`src/sv/ckc_pkg.sv`:
```
// ----------------------------------------------------------------------------
// ckc_pkg: shared types and constants for the color key centroid unit
// Holds the register map, the item and queue head records and the divider
// request/status records used between the front, back and divider.
// ----------------------------------------------------------------------------
package ckc_pkg;

   // Field widths
   localparam int CHAN_W  = 8;
   localparam int X_W     = 10;
   localparam int Y_W     = 9;
   localparam int SUM_W   = 28;
   localparam int CNT_W   = 19;
   localparam int DIM_W   = 13;   // holds frame sizes up to 8191

   // Stream packing
   localparam int REQ_DATA_W = 48;
   localparam int RSP_DATA_W = 24;

   // Configuration port
   localparam int CSR_ADDR_W = 4;
   localparam int CSR_DATA_W = 32;

   typedef enum logic [1:0] {
      CSR_KEY_RED   = 2'd0,
      CSR_KEY_GREEN = 2'd1,
      CSR_KEY_BLUE  = 2'd2,
      CSR_TOLERANCE = 2'd3
   } csr_idx_type;

   localparam logic [CHAN_W-1:0] KEY_RED_RST   = 8'd170;
   localparam logic [CHAN_W-1:0] KEY_GREEN_RST = 8'd140;
   localparam logic [CHAN_W-1:0] KEY_BLUE_RST  = 8'd120;
   localparam logic [CHAN_W-1:0] TOLERANCE_RST = 8'd40;

   // Queue between front and back
   localparam int QUEUE_AW    = 2;
   localparam int QUEUE_DEPTH = 1 << QUEUE_AW;

   // Divider step count
   localparam int DIV_CNT_W = 5;
   localparam logic [DIV_CNT_W-1:0] DIV_LAST_STEP = DIV_CNT_W'(SUM_W - 1);

   // Centroid saturation limits
   localparam logic [X_W-1:0] CX_MAX = {X_W{1'b1}};
   localparam logic [Y_W-1:0] CY_MAX = {Y_W{1'b1}};

   // Classified pixel as queued for the back end
   typedef struct packed {
      logic           match;
      logic           last;
      logic [X_W-1:0] px;
      logic [Y_W-1:0] py;
   } item_type;

   // Key colour configuration
   typedef struct packed {
      logic [CHAN_W-1:0] key_red;
      logic [CHAN_W-1:0] key_green;
      logic [CHAN_W-1:0] key_blue;
      logic [CHAN_W-1:0] tolerance;
   } key_cfg_type;

   // Divider request and status
   typedef struct packed {
      logic             start;
      logic [SUM_W-1:0] dividend;
      logic [CNT_W-1:0] divisor;
   } div_req_type;

   typedef struct packed {
      logic             busy;
      logic             done;
      logic [SUM_W-1:0] quotient;
   } div_stat_type;

   // Queue head as seen by the back end
   typedef struct packed {
      logic     valid;
      item_type item;
   } head_type;

endpackage

```
`src/sv/ckc_front.sv`:
```
// ----------------------------------------------------------------------------
// ckc_front: pixel classifier and item queue
// Tests each accepted pixel against the key colour window and the frame
// bounds and stores the classified item in a small queue for the back end.
// ----------------------------------------------------------------------------
module ckc_front
   import ckc_pkg::*;
#(
   parameter int FRAME_WIDTH  = 640,
   parameter int FRAME_HEIGHT = 480
) (
   input  logic              clock,
   input  logic              reset,
   input  key_cfg_type       cfg,
   input  logic              in_valid,
   output logic              in_ready,
   input  logic [CHAN_W-1:0] red,
   input  logic [CHAN_W-1:0] green,
   input  logic [CHAN_W-1:0] blue,
   input  logic [X_W-1:0]    pixel_x,
   input  logic [Y_W-1:0]    pixel_y,
   input  logic              frame_end,
   output head_type          head,
   input  logic              pop
);

   logic [QUEUE_AW-1:0] wr_ptr_ff, wr_ptr_in;
   logic [QUEUE_AW-1:0] rd_ptr_ff, rd_ptr_in;
   logic [QUEUE_AW:0]   count_ff, count_in;
   item_type            queue_mem [QUEUE_DEPTH];
   item_type            item_new;
   logic                push;
   logic                inside_frame;
   logic                red_ok, green_ok, blue_ok;

   // Strict window test k - tol < c < k + tol, done in 9 bits so nothing wraps
   function automatic logic chan_inside(input logic [CHAN_W-1:0] c,
                                        input logic [CHAN_W-1:0] k,
                                        input logic [CHAN_W-1:0] tol);
      logic [CHAN_W:0] c_plus_t;
      logic [CHAN_W:0] k_plus_t;
      c_plus_t = {1'b0, c} + {1'b0, tol};
      k_plus_t = {1'b0, k} + {1'b0, tol};
      return (c_plus_t > {1'b0, k}) && ({1'b0, c} < k_plus_t);
   endfunction

   // Classify
   always_comb begin
      inside_frame = (DIM_W'(pixel_x) < DIM_W'(FRAME_WIDTH)) &&
                     (DIM_W'(pixel_y) < DIM_W'(FRAME_HEIGHT));
      red_ok   = chan_inside(red,   cfg.key_red,   cfg.tolerance);
      green_ok = chan_inside(green, cfg.key_green, cfg.tolerance);
      blue_ok  = chan_inside(blue,  cfg.key_blue,  cfg.tolerance);
      item_new.match = inside_frame && red_ok && green_ok && blue_ok;
      item_new.last  = frame_end;
      item_new.px    = pixel_x;
      item_new.py    = pixel_y;
   end

   // Queue control
   assign in_ready   = (count_ff != (QUEUE_AW+1)'(QUEUE_DEPTH));
   assign push       = in_valid && in_ready;
   assign head.valid = (count_ff != '0);
   assign head.item  = queue_mem[rd_ptr_ff];

   always_comb begin
      wr_ptr_in = push ? wr_ptr_ff + 1'b1 : wr_ptr_ff;
      rd_ptr_in = pop  ? rd_ptr_ff + 1'b1 : rd_ptr_ff;
      count_in  = count_ff;
      if (push && !pop) begin
         count_in = count_ff + 1'b1;
      end else if (pop && !push) begin
         count_in = count_ff - 1'b1;
      end
   end

   always_ff @(posedge clock) begin
      if (reset) begin
         wr_ptr_ff <= '0;
         rd_ptr_ff <= '0;
         count_ff  <= '0;
      end else begin
         wr_ptr_ff <= wr_ptr_in;
         rd_ptr_ff <= rd_ptr_in;
         count_ff  <= count_in;
      end
   end

   // Queue storage
   always_ff @(posedge clock) begin
      if (push) begin
         queue_mem[wr_ptr_ff] <= item_new;
      end
   end

endmodule

```
`src/sv/ckc_div.sv`:
```
// ----------------------------------------------------------------------------
// ckc_div: iterative unsigned divider
// Restoring division of a 28-bit sum by a 19-bit count, one quotient bit
// per cycle; done pulses for one cycle when the quotient is ready.
// ----------------------------------------------------------------------------
module ckc_div
   import ckc_pkg::*;
(
   input  logic         clock,
   input  logic         reset,
   input  div_req_type  req,
   output div_stat_type stat
);

   logic [CNT_W-1:0]     rem_ff, rem_in;
   logic [SUM_W-1:0]     quo_ff, quo_in;
   logic [CNT_W-1:0]     den_ff, den_in;
   logic [DIV_CNT_W-1:0] step_ff, step_in;
   logic                 busy_ff, busy_in;
   logic                 done_ff, done_in;
   logic [CNT_W:0]       trial;
   logic                 fits;

   // One restoring step: shift in the next dividend bit, subtract if it fits
   always_comb begin
      trial   = {rem_ff, quo_ff[SUM_W-1]};
      fits    = (trial >= {1'b0, den_ff});
      rem_in  = rem_ff;
      quo_in  = quo_ff;
      den_in  = den_ff;
      step_in = step_ff;
      busy_in = busy_ff;
      done_in = 1'b0;
      if (req.start) begin
         rem_in  = '0;
         quo_in  = req.dividend;
         den_in  = req.divisor;
         step_in = DIV_LAST_STEP;
         busy_in = 1'b1;
      end else if (busy_ff) begin
         rem_in  = fits ? CNT_W'(trial - {1'b0, den_ff}) : trial[CNT_W-1:0];
         quo_in  = {quo_ff[SUM_W-2:0], fits};
         step_in = step_ff - 1'b1;
         if (step_ff == '0) begin
            busy_in = 1'b0;
            done_in = 1'b1;
         end
      end
   end

   always_ff @(posedge clock) begin
      if (reset) begin
         busy_ff <= 1'b0;
         done_ff <= 1'b0;
         step_ff <= '0;
      end else begin
         busy_ff <= busy_in;
         done_ff <= done_in;
         step_ff <= step_in;
      end
   end

   always_ff @(posedge clock) begin
      rem_ff <= rem_in;
      quo_ff <= quo_in;
      den_ff <= den_in;
   end

   assign stat.busy     = busy_ff;
   assign stat.done     = done_ff;
   assign stat.quotient = quo_ff;

endmodule

```
`src/sv/ckc_back.sv`:
```
// ----------------------------------------------------------------------------
// ckc_back: accumulator, centroid sequencer and result register
// Sums the coordinates of matching pixels, runs the two divisions on a frame
// end with matches and holds each result until the downstream side takes it.
// ----------------------------------------------------------------------------
module ckc_back
   import ckc_pkg::*;
(
   input  logic            clock,
   input  logic            reset,
   input  head_type        head,
   output logic            pop,
   output div_req_type     div_req,
   input  div_stat_type    div_stat,
   output logic            out_valid,
   input  logic            out_ready,
   output logic            pixel_match,
   output logic            centroid_valid,
   output logic [X_W-1:0]  centroid_x,
   output logic [Y_W-1:0]  centroid_y
);

   typedef enum logic [3:0] {
      ST_RUN  = 4'b0001,
      ST_DIVX = 4'b0010,
      ST_DIVY = 4'b0100,
      ST_EMIT = 4'b1000
   } state_type;

   state_type        state_ff, state_in;
   logic [SUM_W-1:0] col_sum_ff, col_sum_in;
   logic [SUM_W-1:0] row_sum_ff, row_sum_in;
   logic [CNT_W-1:0] count_ff, count_in;
   logic [SUM_W-1:0] row_op_ff, row_op_in;
   logic [CNT_W-1:0] cnt_op_ff, cnt_op_in;
   logic             match_op_ff, match_op_in;
   logic [X_W-1:0]   cx_ff, cx_in;
   logic             out_valid_ff, out_valid_in;
   logic             out_match_ff, out_match_in;
   logic             out_cvalid_ff, out_cvalid_in;
   logic [X_W-1:0]   out_cx_ff, out_cx_in;
   logic [Y_W-1:0]   out_cy_ff, out_cy_in;
   logic             out_free;
   logic [SUM_W-1:0] col_next, row_next;
   logic [CNT_W-1:0] cnt_next;
   logic [X_W-1:0]   q_x_sat;
   logic [Y_W-1:0]   q_y_sat;

   assign out_free = !out_valid_ff || out_ready;

   // Sums including the pixel at the queue head
   always_comb begin
      col_next = col_sum_ff;
      row_next = row_sum_ff;
      cnt_next = count_ff;
      if (head.item.match) begin
         col_next = col_sum_ff + SUM_W'(head.item.px);
         row_next = row_sum_ff + SUM_W'(head.item.py);
         cnt_next = count_ff + 1'b1;
      end
   end

   // Saturate quotients to the field ranges
   assign q_x_sat = (div_stat.quotient[SUM_W-1:X_W] != '0) ? CX_MAX
                                                          : div_stat.quotient[X_W-1:0];
   assign q_y_sat = (div_stat.quotient[SUM_W-1:Y_W] != '0) ? CY_MAX
                                                          : div_stat.quotient[Y_W-1:0];

   // Sequencer
   always_comb begin
      state_in         = state_ff;
      col_sum_in       = col_sum_ff;
      row_sum_in       = row_sum_ff;
      count_in         = count_ff;
      row_op_in        = row_op_ff;
      cnt_op_in        = cnt_op_ff;
      match_op_in      = match_op_ff;
      cx_in            = cx_ff;
      out_valid_in     = out_valid_ff && !out_ready;
      out_match_in     = out_match_ff;
      out_cvalid_in    = out_cvalid_ff;
      out_cx_in        = out_cx_ff;
      out_cy_in        = out_cy_ff;
      pop              = 1'b0;
      div_req.start    = 1'b0;
      div_req.dividend = col_next;
      div_req.divisor  = cnt_next;
      unique case (state_ff)
         ST_RUN: begin
            if (head.valid && out_free) begin
               pop = 1'b1;
               if (!head.item.last) begin
                  col_sum_in    = col_next;
                  row_sum_in    = row_next;
                  count_in      = cnt_next;
                  out_valid_in  = 1'b1;
                  out_match_in  = head.item.match;
                  out_cvalid_in = 1'b0;
                  out_cx_in     = '0;
                  out_cy_in     = '0;
               end else begin
                  // Frame end closes the frame and clears the sums
                  col_sum_in  = '0;
                  row_sum_in  = '0;
                  count_in    = '0;
                  row_op_in   = row_next;
                  cnt_op_in   = cnt_next;
                  match_op_in = head.item.match;
                  if (cnt_next == '0) begin
                     out_valid_in  = 1'b1;
                     out_match_in  = head.item.match;
                     out_cvalid_in = 1'b0;
                     out_cx_in     = '0;
                     out_cy_in     = '0;
                  end else begin
                     div_req.start = 1'b1;
                     state_in      = ST_DIVX;
                  end
               end
            end
         end
         ST_DIVX: begin
            div_req.dividend = row_op_ff;
            div_req.divisor  = cnt_op_ff;
            if (div_stat.done) begin
               cx_in         = q_x_sat;
               div_req.start = 1'b1;
               state_in      = ST_DIVY;
            end
         end
         ST_DIVY: begin
            div_req.dividend = row_op_ff;
            div_req.divisor  = cnt_op_ff;
            if (div_stat.done) begin
               out_cy_in = q_y_sat;
               state_in  = ST_EMIT;
            end
         end
         ST_EMIT: begin
            div_req.dividend = row_op_ff;
            div_req.divisor  = cnt_op_ff;
            if (out_free) begin
               out_valid_in  = 1'b1;
               out_match_in  = match_op_ff;
               out_cvalid_in = 1'b1;
               out_cx_in     = cx_ff;
               state_in      = ST_RUN;
            end
         end
         default: begin
            state_in = ST_RUN;
         end
      endcase
   end

   always_ff @(posedge clock) begin
      if (reset) begin
         state_ff     <= ST_RUN;
         col_sum_ff   <= '0;
         row_sum_ff   <= '0;
         count_ff     <= '0;
         out_valid_ff <= 1'b0;
      end else begin
         state_ff     <= state_in;
         col_sum_ff   <= col_sum_in;
         row_sum_ff   <= row_sum_in;
         count_ff     <= count_in;
         out_valid_ff <= out_valid_in;
      end
   end

   // Payload registers
   always_ff @(posedge clock) begin
      row_op_ff     <= row_op_in;
      cnt_op_ff     <= cnt_op_in;
      match_op_ff   <= match_op_in;
      cx_ff         <= cx_in;
      out_match_ff  <= out_match_in;
      out_cvalid_ff <= out_cvalid_in;
      out_cx_ff     <= out_cx_in;
      out_cy_ff     <= out_cy_in;
   end

   assign out_valid      = out_valid_ff;
   assign pixel_match    = out_match_ff;
   assign centroid_valid = out_cvalid_ff;
   assign centroid_x     = out_cx_ff;
   assign centroid_y     = out_cy_ff;

endmodule

```
`src/sv/color_key_centroid_unit.sv`:
```
// An ordinary pixel's item is registered in the queue, then its result in the output register.
// Throughput: 1 pixel per cycle unless rsp_tready stalls the output; a frame end
// with matches holds the back end for two 28-step divisions on the shared divider.
// A 4-entry queue lets the input keep taking pixels during the divisions until it is full.
// Reset: synchronous, active high; clears sums, queue and output valid and
// loads the key colour 170/140/120 with tolerance 40.
// ----------------------------------------------------------------------------
// color_key_centroid_unit: colour key match and blob centroid
// Marks pixels inside the key colour window, accumulates the coordinates of
// matching pixels and returns their mean on each frame end with matches.
// ----------------------------------------------------------------------------
module color_key_centroid_unit
   import ckc_pkg::*;
#(
   parameter int FRAME_WIDTH  = 640,
   parameter int FRAME_HEIGHT = 480
) (
   input  logic                  clock,
   input  logic                  reset,
   // Pixel input
   input  logic                  req_tvalid,
   output logic                  req_tready,
   input  logic [REQ_DATA_W-1:0] req_tdata,   // red, green, blue, pixel_x, pixel_y, pad
   input  logic                  req_tlast,   // frame_end
   // Result output
   output logic                  rsp_tvalid,
   input  logic                  rsp_tready,
   output logic [RSP_DATA_W-1:0] rsp_tdata,   // pixel_match, centroid_x, centroid_y, pad
   output logic                  rsp_tuser,   // centroid_valid
   // Configuration
   input  logic                  csr_psel,
   input  logic                  csr_penable,
   input  logic                  csr_pwrite,
   input  logic [CSR_ADDR_W-1:0] csr_paddr,
   input  logic [CSR_DATA_W-1:0] csr_pwdata,
   output logic [CSR_DATA_W-1:0] csr_prdata,
   output logic                  csr_pready
);

   key_cfg_type  cfg_ff, cfg_in;
   head_type     head;
   logic         pop;
   div_req_type  div_req;
   div_stat_type div_stat;
   logic         csr_wr;
   csr_idx_type  csr_idx;
   logic         pixel_match, centroid_valid;
   logic [X_W-1:0] centroid_x;
   logic [Y_W-1:0] centroid_y;

   // Register file
   assign csr_pready = 1'b1;
   assign csr_idx    = csr_idx_type'(csr_paddr[3:2]);
   assign csr_wr     = csr_psel && csr_penable && csr_pwrite && csr_pready;

   always_comb begin
      cfg_in = cfg_ff;
      if (csr_wr) begin
         unique case (csr_idx)
            CSR_KEY_RED:   cfg_in.key_red   = csr_pwdata[CHAN_W-1:0];
            CSR_KEY_GREEN: cfg_in.key_green = csr_pwdata[CHAN_W-1:0];
            CSR_KEY_BLUE:  cfg_in.key_blue  = csr_pwdata[CHAN_W-1:0];
            CSR_TOLERANCE: cfg_in.tolerance = csr_pwdata[CHAN_W-1:0];
            default:       cfg_in = cfg_ff;
         endcase
      end
   end

   always_comb begin
      unique case (csr_idx)
         CSR_KEY_RED:   csr_prdata = CSR_DATA_W'(cfg_ff.key_red);
         CSR_KEY_GREEN: csr_prdata = CSR_DATA_W'(cfg_ff.key_green);
         CSR_KEY_BLUE:  csr_prdata = CSR_DATA_W'(cfg_ff.key_blue);
         CSR_TOLERANCE: csr_prdata = CSR_DATA_W'(cfg_ff.tolerance);
         default:       csr_prdata = '0;
      endcase
   end

   always_ff @(posedge clock) begin
      if (reset) begin
         cfg_ff.key_red   <= KEY_RED_RST;
         cfg_ff.key_green <= KEY_GREEN_RST;
         cfg_ff.key_blue  <= KEY_BLUE_RST;
         cfg_ff.tolerance <= TOLERANCE_RST;
      end else begin
         cfg_ff <= cfg_in;
      end
   end

   // Classifier and queue
   ckc_front #(
      .FRAME_WIDTH  (FRAME_WIDTH),
      .FRAME_HEIGHT (FRAME_HEIGHT)
   ) u_front (
      .clock     (clock),
      .reset     (reset),
      .cfg       (cfg_ff),
      .in_valid  (req_tvalid),
      .in_ready  (req_tready),
      .red       (req_tdata[7:0]),
      .green     (req_tdata[15:8]),
      .blue      (req_tdata[23:16]),
      .pixel_x   (req_tdata[33:24]),
      .pixel_y   (req_tdata[42:34]),
      .frame_end (req_tlast),
      .head      (head),
      .pop       (pop)
   );

   // Accumulator and result register
   ckc_back u_back (
      .clock          (clock),
      .reset          (reset),
      .head           (head),
      .pop            (pop),
      .div_req        (div_req),
      .div_stat       (div_stat),
      .out_valid      (rsp_tvalid),
      .out_ready      (rsp_tready),
      .pixel_match    (pixel_match),
      .centroid_valid (centroid_valid),
      .centroid_x     (centroid_x),
      .centroid_y     (centroid_y)
   );

   // Shared divider
   ckc_div u_div (
      .clock (clock),
      .reset (reset),
      .req   (div_req),
      .stat  (div_stat)
   );

   assign rsp_tdata = {4'b0, centroid_y, centroid_x, pixel_match};
   assign rsp_tuser = centroid_valid;

`ifndef SYNTHESIS
   // A result without a centroid carries zero coordinates
   assert property (@(posedge clock) disable iff (reset)
      (rsp_tvalid && !rsp_tuser) |-> (rsp_tdata[19:1] == '0))
      else $error("coordinates set on a result without centroid");

   // The divider is never restarted mid-division
   assert property (@(posedge clock) disable iff (reset)
      div_req.start |-> !div_stat.busy)
      else $error("divider started while busy");

   // Reset leaves no result pending
   assert property (@(posedge clock)
      reset |=> !rsp_tvalid)
      else $error("result valid after reset");

   // A queue pop only happens when the queue holds an item
   assert property (@(posedge clock) disable iff (reset)
      pop |-> head.valid)
      else $error("pop from empty queue");
`endif

endmodule
```
`config.mk`:
```
export PLATFORM = sky130hd
export DESIGN_NAME = color_key_centroid_unit
export DESIGN_NICKNAME = d
export VERILOG_FILES = /design/src/sv/ckc_pkg.sv /design/src/sv/ckc_front.sv /design/src/sv/ckc_div.sv /design/src/sv/ckc_back.sv /design/src/sv/color_key_centroid_unit.sv
export SDC_FILE = /design/constraint.sdc
export NUM_CORES = 1
export LEC_CHECK = 0
export ABC_AREA = 1
export ABC_CLOCK_PERIOD_IN_PS = 6500
export BUFFER_PORTS_ARGS = -buffer_cell sky130_fd_sc_hd__buf_2
export CAP_MARGIN = 15
export CORE_ASPECT_RATIO = 0.9
export CORE_MARGIN = 2
export CORE_UTILIZATION = 59
export DETAILED_ROUTE_END_ITERATION = 16
export PLACE_DENSITY_LB_ADDON = 0.12
export SETUP_SLACK_MARGIN = 0.2
export SYNTH_ARGS = -nofsm -noshare
export SYNTH_HDL_FRONTEND = slang
export SYNTH_SLANG_ARGS = --single-unit
```
`constraint.sdc`:
```
create_clock -name clock -period 6.5 [get_ports clock]
set_input_delay 0.325 -clock clock [delete_from_list [all_inputs] [get_ports clock]]
set_output_delay 0.325 -clock clock [all_outputs]
set_load 0.05 [all_outputs]
```
### After elaboration in Yosys (flattened, before gate mapping)

Memories as Yosys holds them, arrays and structs flattened. A register that Yosys moved wholly into a read port is not among the register bits.
Index checks and enable logic that the tools add are counted.

| storage, ports and cells | value |
|---|---|
| flip-flop bits (word level) | 271 |
| bits in latches | 0 |
| bits in writable memories | 84 |
| memory bits (read-only) | 0 |
| output and inout port bits | 60 |
| word-level logic and storage cells | 173 |
| memories kept | 1 |

| operators by class | value |
|---|---|
| add/subtract/negate cells | 15 |
| $mul | 0 |
| divide/modulo/power cells | 0 |
| magnitude comparators | 9 |
| eq/ne operators | 15 |
| shift operators | 0 |
| muxes and demuxes | 63 |
| bitwise gates (word level) | 1 |
| reduce and logical (&&, ||, !) cells | 42 |

Memory list:

| name | depth | width | rd ports | clocked after Yosys merged registers in | wr ports | line | text |
|---|---|---|---|---|---|---|---|
| u_front.queue_mem | 4 | 21 | 1 | 1 | 1 | ckc_front.sv:30 | `item_type queue_mem [QUEUE_DEPTH];` |

Operator list:

| kind | number |
|---|---|
| $mux W28 | 6 |
| $pmux W32 S4 | 1 |
| $mux W19 | 3 |
| $add A8 B8 Y9 | 6 |
| $mux W47 | 1 |
| $mux W9 | 5 |
| $mux W10 | 4 |
| $add A28 B10 Y28 | 1 |
| $add A28 B9 Y28 | 1 |
| $gt A9 B8 Y1 | 3 |
| $lt A8 B9 Y1 | 3 |
| $mux W1 | 24 |
| $mux W4 | 6 |
| $ge A20 B19 Y1 | 1 |
| $pmux W10 S2 | 1 |
| $add A19 B1 Y19 const B | 1 |
| $logic_not A19 Y1 | 1 |
| $reduce_bool A19 Y1 | 1 |
| $sub A19 B19 Y19 | 1 |
| $pmux W9 S2 | 1 |
| $reduce_bool A18 Y1 | 1 |
| $pmux W4 S4 | 1 |
| $logic_and A1 B1 Y1 | 14 |
| $reduce_and A2 Y1 | 6 |
| other kinds (31) | 52 |

### Depth between registers and ports, before layout

| logic depth | value |
|---|---|
| depth after elaboration | 8 |
| gate-level depth with buffers | 24 |

### Cells and area by module

From an unflattened synthesis, not the netlist that was laid out.

| second synthesis, totals | value |
|---|---|
| cells, all modules | 2783 |
| area total of the unflattened synthesis | 21657.0 µm² |

Modules (own cells, without submodules):

| module | times used | cells each | area each (µm²) |
|---|---|---|---|
| ckc_back | 1 | 1215 | 9001.1 |
| ckc_front | 1 | 727 | 6566.3 |
| ckc_div | 1 | 583 | 4339.2 |
| color_key_centroid_unit | 1 | 258 | 1750.4 |

### Worst setup path before layout

No wires, ideal clock.

| timing | value |
|---|---|
| path type | register to register |
| from | register u_back.out_valid_ff, in the netlist u_back.out_valid |
| to | register u_div.quo_ff[0], enable pin |
| setup time | 0.390 ns |
| arrival time | 4.362 ns |
| data required time | 6.110 ns |
| setup slack | 1.749 ns |
| cell stages (with the launch flop) | 11 |
| buffers on the path | 1 |
| period minus slack after synthesis | 4.751 ns |
| cells stage by stage | dfxtp_1 inv_1 nor2_1 a31oi_1 inv_1 nor2_4 clkinv_1 nor2_1 nand2_4 buf_2 nand3_1 |

| between the ends | value |
|---|---|
| word-level cells in the longest chain between the ends | 6 |

RTL lines:

| what | line | text |
|---|---|---|
| from (decl) | ckc_back.sv:38 | `logic out_valid_ff, out_valid_in;` |
| from (signal assigned) | ckc_back.sv:168 | `out_valid_ff <= out_valid_in;` |
| $logic_not A1 Y1 | ckc_back.sv:49 | `assign out_free = !out_valid_ff \|\| out_ready;` |
| $logic_or A1 B1 Y1 | ckc_back.sv:49 |  |
| $logic_and A1 B1 Y1 | ckc_back.sv:90 | `if (head.valid && out_free) begin` |
| $mux W1 | ckc_back.sv:90 |  |
| $pmux W1 S2 | ckc_back.sv:88 | `unique case (state_ff)` |
| $reduce_bool A2 Y1 (no source line) | -- |  |
| to (signal assigned) | ckc_div.sv:65 | `quo_ff <= quo_in;` |
| to (decl) | ckc_div.sv:16 | `logic [SUM_W-1:0] quo_ff, quo_in;` |

No other way between the ends.
A chain may end at the register's enable or synchronous reset.

==> run_results.csv <==
group,metric,value,unit
run_status,outcome,"finished clean",
detailed_routing,drtPass1Iterations,6,
run,max-cap-violations,0,
setup_path,timing_worst_setup_path_type,"flop to flop",
timing,fmax,0.2191,GHz
place,gp_congestion,0.9012,
clock_tree,tritoncts,"done",
global_route,grt_max_degree,83,
global_route,grt_remaining_overflow,0,
power,power-per-cell-area,406.8,nW/um^2
synth,avgSynthCellArea,8.094,sq um
setup_path,cp_common_cell,"nand2_1",
final_layout,area_growth,9.728,%
setup_path,critPathMaxStageDelay,0.69,ns
die,fp.coreArea,35220,sq um
timing,final_max_slew_viol_count,0,
timing,layout_worst_path_cycle_share,70.21,%
clock_tree,cts_setup_buffers,0,
clock_tree,cts_buffers,37,
final_layout,diodes,0,
die,die-area,37390,sq um
final_layout,final_nets,2935,
detailed_routing,wl_met3,3256,um
synth,synth_seq_cells,357,
place,hpwl,34960,um
setup_path,cp-end-kind,"flop",
detailed_routing,via_per_inst,5.469,
synth,syn_inst,2614,
die,die_y,183.7,um
final_layout,final_cells,3191,
power,p_leak,9.916,nW
timing,final_hold_viol_count,0,
detailed_routing,met1_length,23280,um
detailed_routing,routedWlPerCell,15.59,um
final_layout,drive_gt1_share,9.074,%
synth,syn_area,21160,sq um
timing,final.setup.tns,0,ns
min_path,hold_class,"input pin to flop",
timing,worst_pin_slew,1.083,ns
timing,setup_viol,0,
setup_path,worst-path-buf-inv,2,
clock_tree,clk_latency,0.54,ns
setup_path,critPathMaxFanout,82,
timing,final.setup_skew,0.02753,ns
setup_path,startpoint_type,"flop",
timing,relSlewSlack,27.81,%
global_route,antenna_found_initial,0,
setup_path,cp.arrival,4.82,ns
die,ios,152,
place,placed_cells,3109,
global_route,grt_pass1_wl,81000,um
detailed_routing,drc,0,
detailed_routing,routed.top_layer,"met4",
detailed_routing,routed_wl,49760,um
synth,ys.flop_type,"edfxtp_1",
synth,synth_edf_count,210,
detailed_routing,vias,17452,
detailed_routing,drt_iter0_drc,1453,
detailed_routing,met2_length,22260,um
clock_tree,htree_levels,2,
setup_path,slowest_stage,"inv_1",
die,placementRows,65,
clock_tree,clkSinkCount,357,
synth,yosysUniqueCellTypes,52,
synth,synth-seq-area-share,43.71,%
global_route,grt_pass1_vias,16405,
final_layout,fillers,2951,
setup_path,crit_family,"simple AND/OR/NAND/NOR gates",
timing,rsz0062_at_grt,"false",
clock_tree,clk_pin_slew,0.06,ns
power,peakVddDrop,0.0002695,V
place,numPortBuffers,91,
setup_path,path_cells,"inv_1 -> nand2_1 -> nand2_2 -> buf_4 -> nand3_1 -> nand2_1 -> nand3_1 -> nor2_1 -> nand2_1 -> nor2_2 -> nand2_2 -> nand2_4 -> nand2_4 -> nand2_1 -> o21ai_2",
synth,yosysWarnings,0,
die,die_width,203.6,um
final_layout,layout_common_cells,"nand2_1 (660), inv_1 (292), edfxtp_1 (210), a21oi_1 (204), nor2_1 (195)",
timing,fin_crit,4.563,ns
die,initial_core_util,60.08,%
final_layout,layout_commonest_cell,"nand2_1",
detailed_routing,postRouteAntennaNets,0,
clock_tree,cts_root_buffer,"clkbuf_16",
clock_tree,clock_path_buffers,3,
synth,synthArstFlopShare,0,%
power,finalPower,9.444,mW
setup_path,required,6.75,ns
global_route,track_usage,26.73,%
==> stage by stage <==
step	hold WS, ns	util [%]	area, sq um	setup slack [ns]
after floorplan	0.4239	-	21260	1.749
after CTS	0.004749	65.91	23210	1.888
final	0.02414	65.93	23220	1.937
after global placement	0.4541	61.98	21830	1.941
after global routing	0.02376	65.93	23220	1.365
after detailed placement	0.4653	61.98	21830	1.882
==> state kept, by name (all words and copies together), names as in the netlist, named ones only <==
register / cells
u_front.queue_mem: 84
cfg_ff: 32
u_back.col_sum_ff: 28
u_back.row_op_ff: 28
u_back.row_sum_ff: 28
u_div.quo_ff: 28
u_back.cnt_op_ff: 19
u_back.count_ff: 19
u_div.den_ff: 19
u_div.rem_ff: 19
u_back.centroid_x: 10
u_back.cx_ff: 10
u_back.centroid_y: 9
u_div.step_ff: 5
u_back.state_ff: 4
u_front.count_ff: 3
u_front.rd_ptr_ff: 2
u_front.wr_ptr_ff: 2
u_back.centroid_valid: 1
u_back.match_op_ff: 1
u_back.out_valid: 1
u_back.pixel_match: 1
u_div.busy_ff: 1
u_div.done_ff: 1
==> layer usage <==
layer / GRT usage (%) / vias up
met1: 37.66 / 8031
li1: - / 8824
met4: 6.978 / 0
met5: 0 / -
met3: 3.651 / 74
met2: 43.56 / 523
==> where the power goes <==
group / switching [mW] / internal [mW]
Combinational: 2.81 / 1.10
Clock: 0.880 / 1.27
Sequential: 0.255 / 3.12
==> Yosys cell counts (33+ instances only) <==
master | n | share of area (%)
a21oi_1 | 204 | 4.8
buf_4 | 33 | 1.2
clkbuf_1 | 48 | 0.85
dfxtp_1 | 147 | 14
edfxtp_1 | 210 | 30
ha_1 | 139 | 8.2
inv_1 | 292 | 5.2
nand2_1 | 660 | 12
nand3_1 | 141 | 3.3
nor2_1 | 200 | 3.5
nor3_1 | 33 | 0.78
o21ai_0 | 164 | 3.9
xnor2_1 | 35 | 1.4
xor2_1 | 51 | 2.1
==> final timing paths <==
kind	start	end	slack [ns]	cells after the start
setup / recovery	flop	u_div.quo_ff[8]	1.94	15
setup reg to reg	flop	u_div.quo_ff[8]	1.94	15
hold / removal	req_tdata[39]	u_front.queue_mem[1][5]	0.02	1
hold reg to reg	u_front.rd_ptr_ff[1]	u_front.rd_ptr_ff[1]	0.47	2
==> logic make-up (layout without fill, tap and decap cells) <==
logic type               after synthesis  after routing  share of synthesized area, %
adder cells (fa/ha/maj)              149            149                         9.166
AND/OR/NAND/NOR                     1120           1120                         22.17
buffers and inverters                410            491                         8.285
XOR/XNOR                              86             86                         3.560
other                                  2             29                       0.03550
AO/OA/AOI/OAI                        490            490                         13.07
flip-flops                           357            357                         43.71
==> timing repair <==
| action | 4_1_cts | 5_1_grt |
|---|---|---|
| hold endpoints to repair | 50 | 0 |
| gates resized for setup | 0 | 0 |
| setup endpoints to repair | 0 | 0 |
| hold buffers | 14 | 0 |
==> layout make-up <==
class | instances | area (sq um) | share of cell area [%]
Tap cell | 469 | 586.8 | 2.528
Inverter | 302 | 1136 | 4.894
Clock buffer | 57 | 1124 | 4.840
Timing Repair Buffer | 122 | 723.2 | 3.115
Sequential cell | 357 | 9249 | 39.84
Multi-Input combinational cell | 1874 | 10280 | 44.28
Clock inverter | 10 | 117.6 | 0.5066
Note: power is estimated with default switching activity, not from simulation.
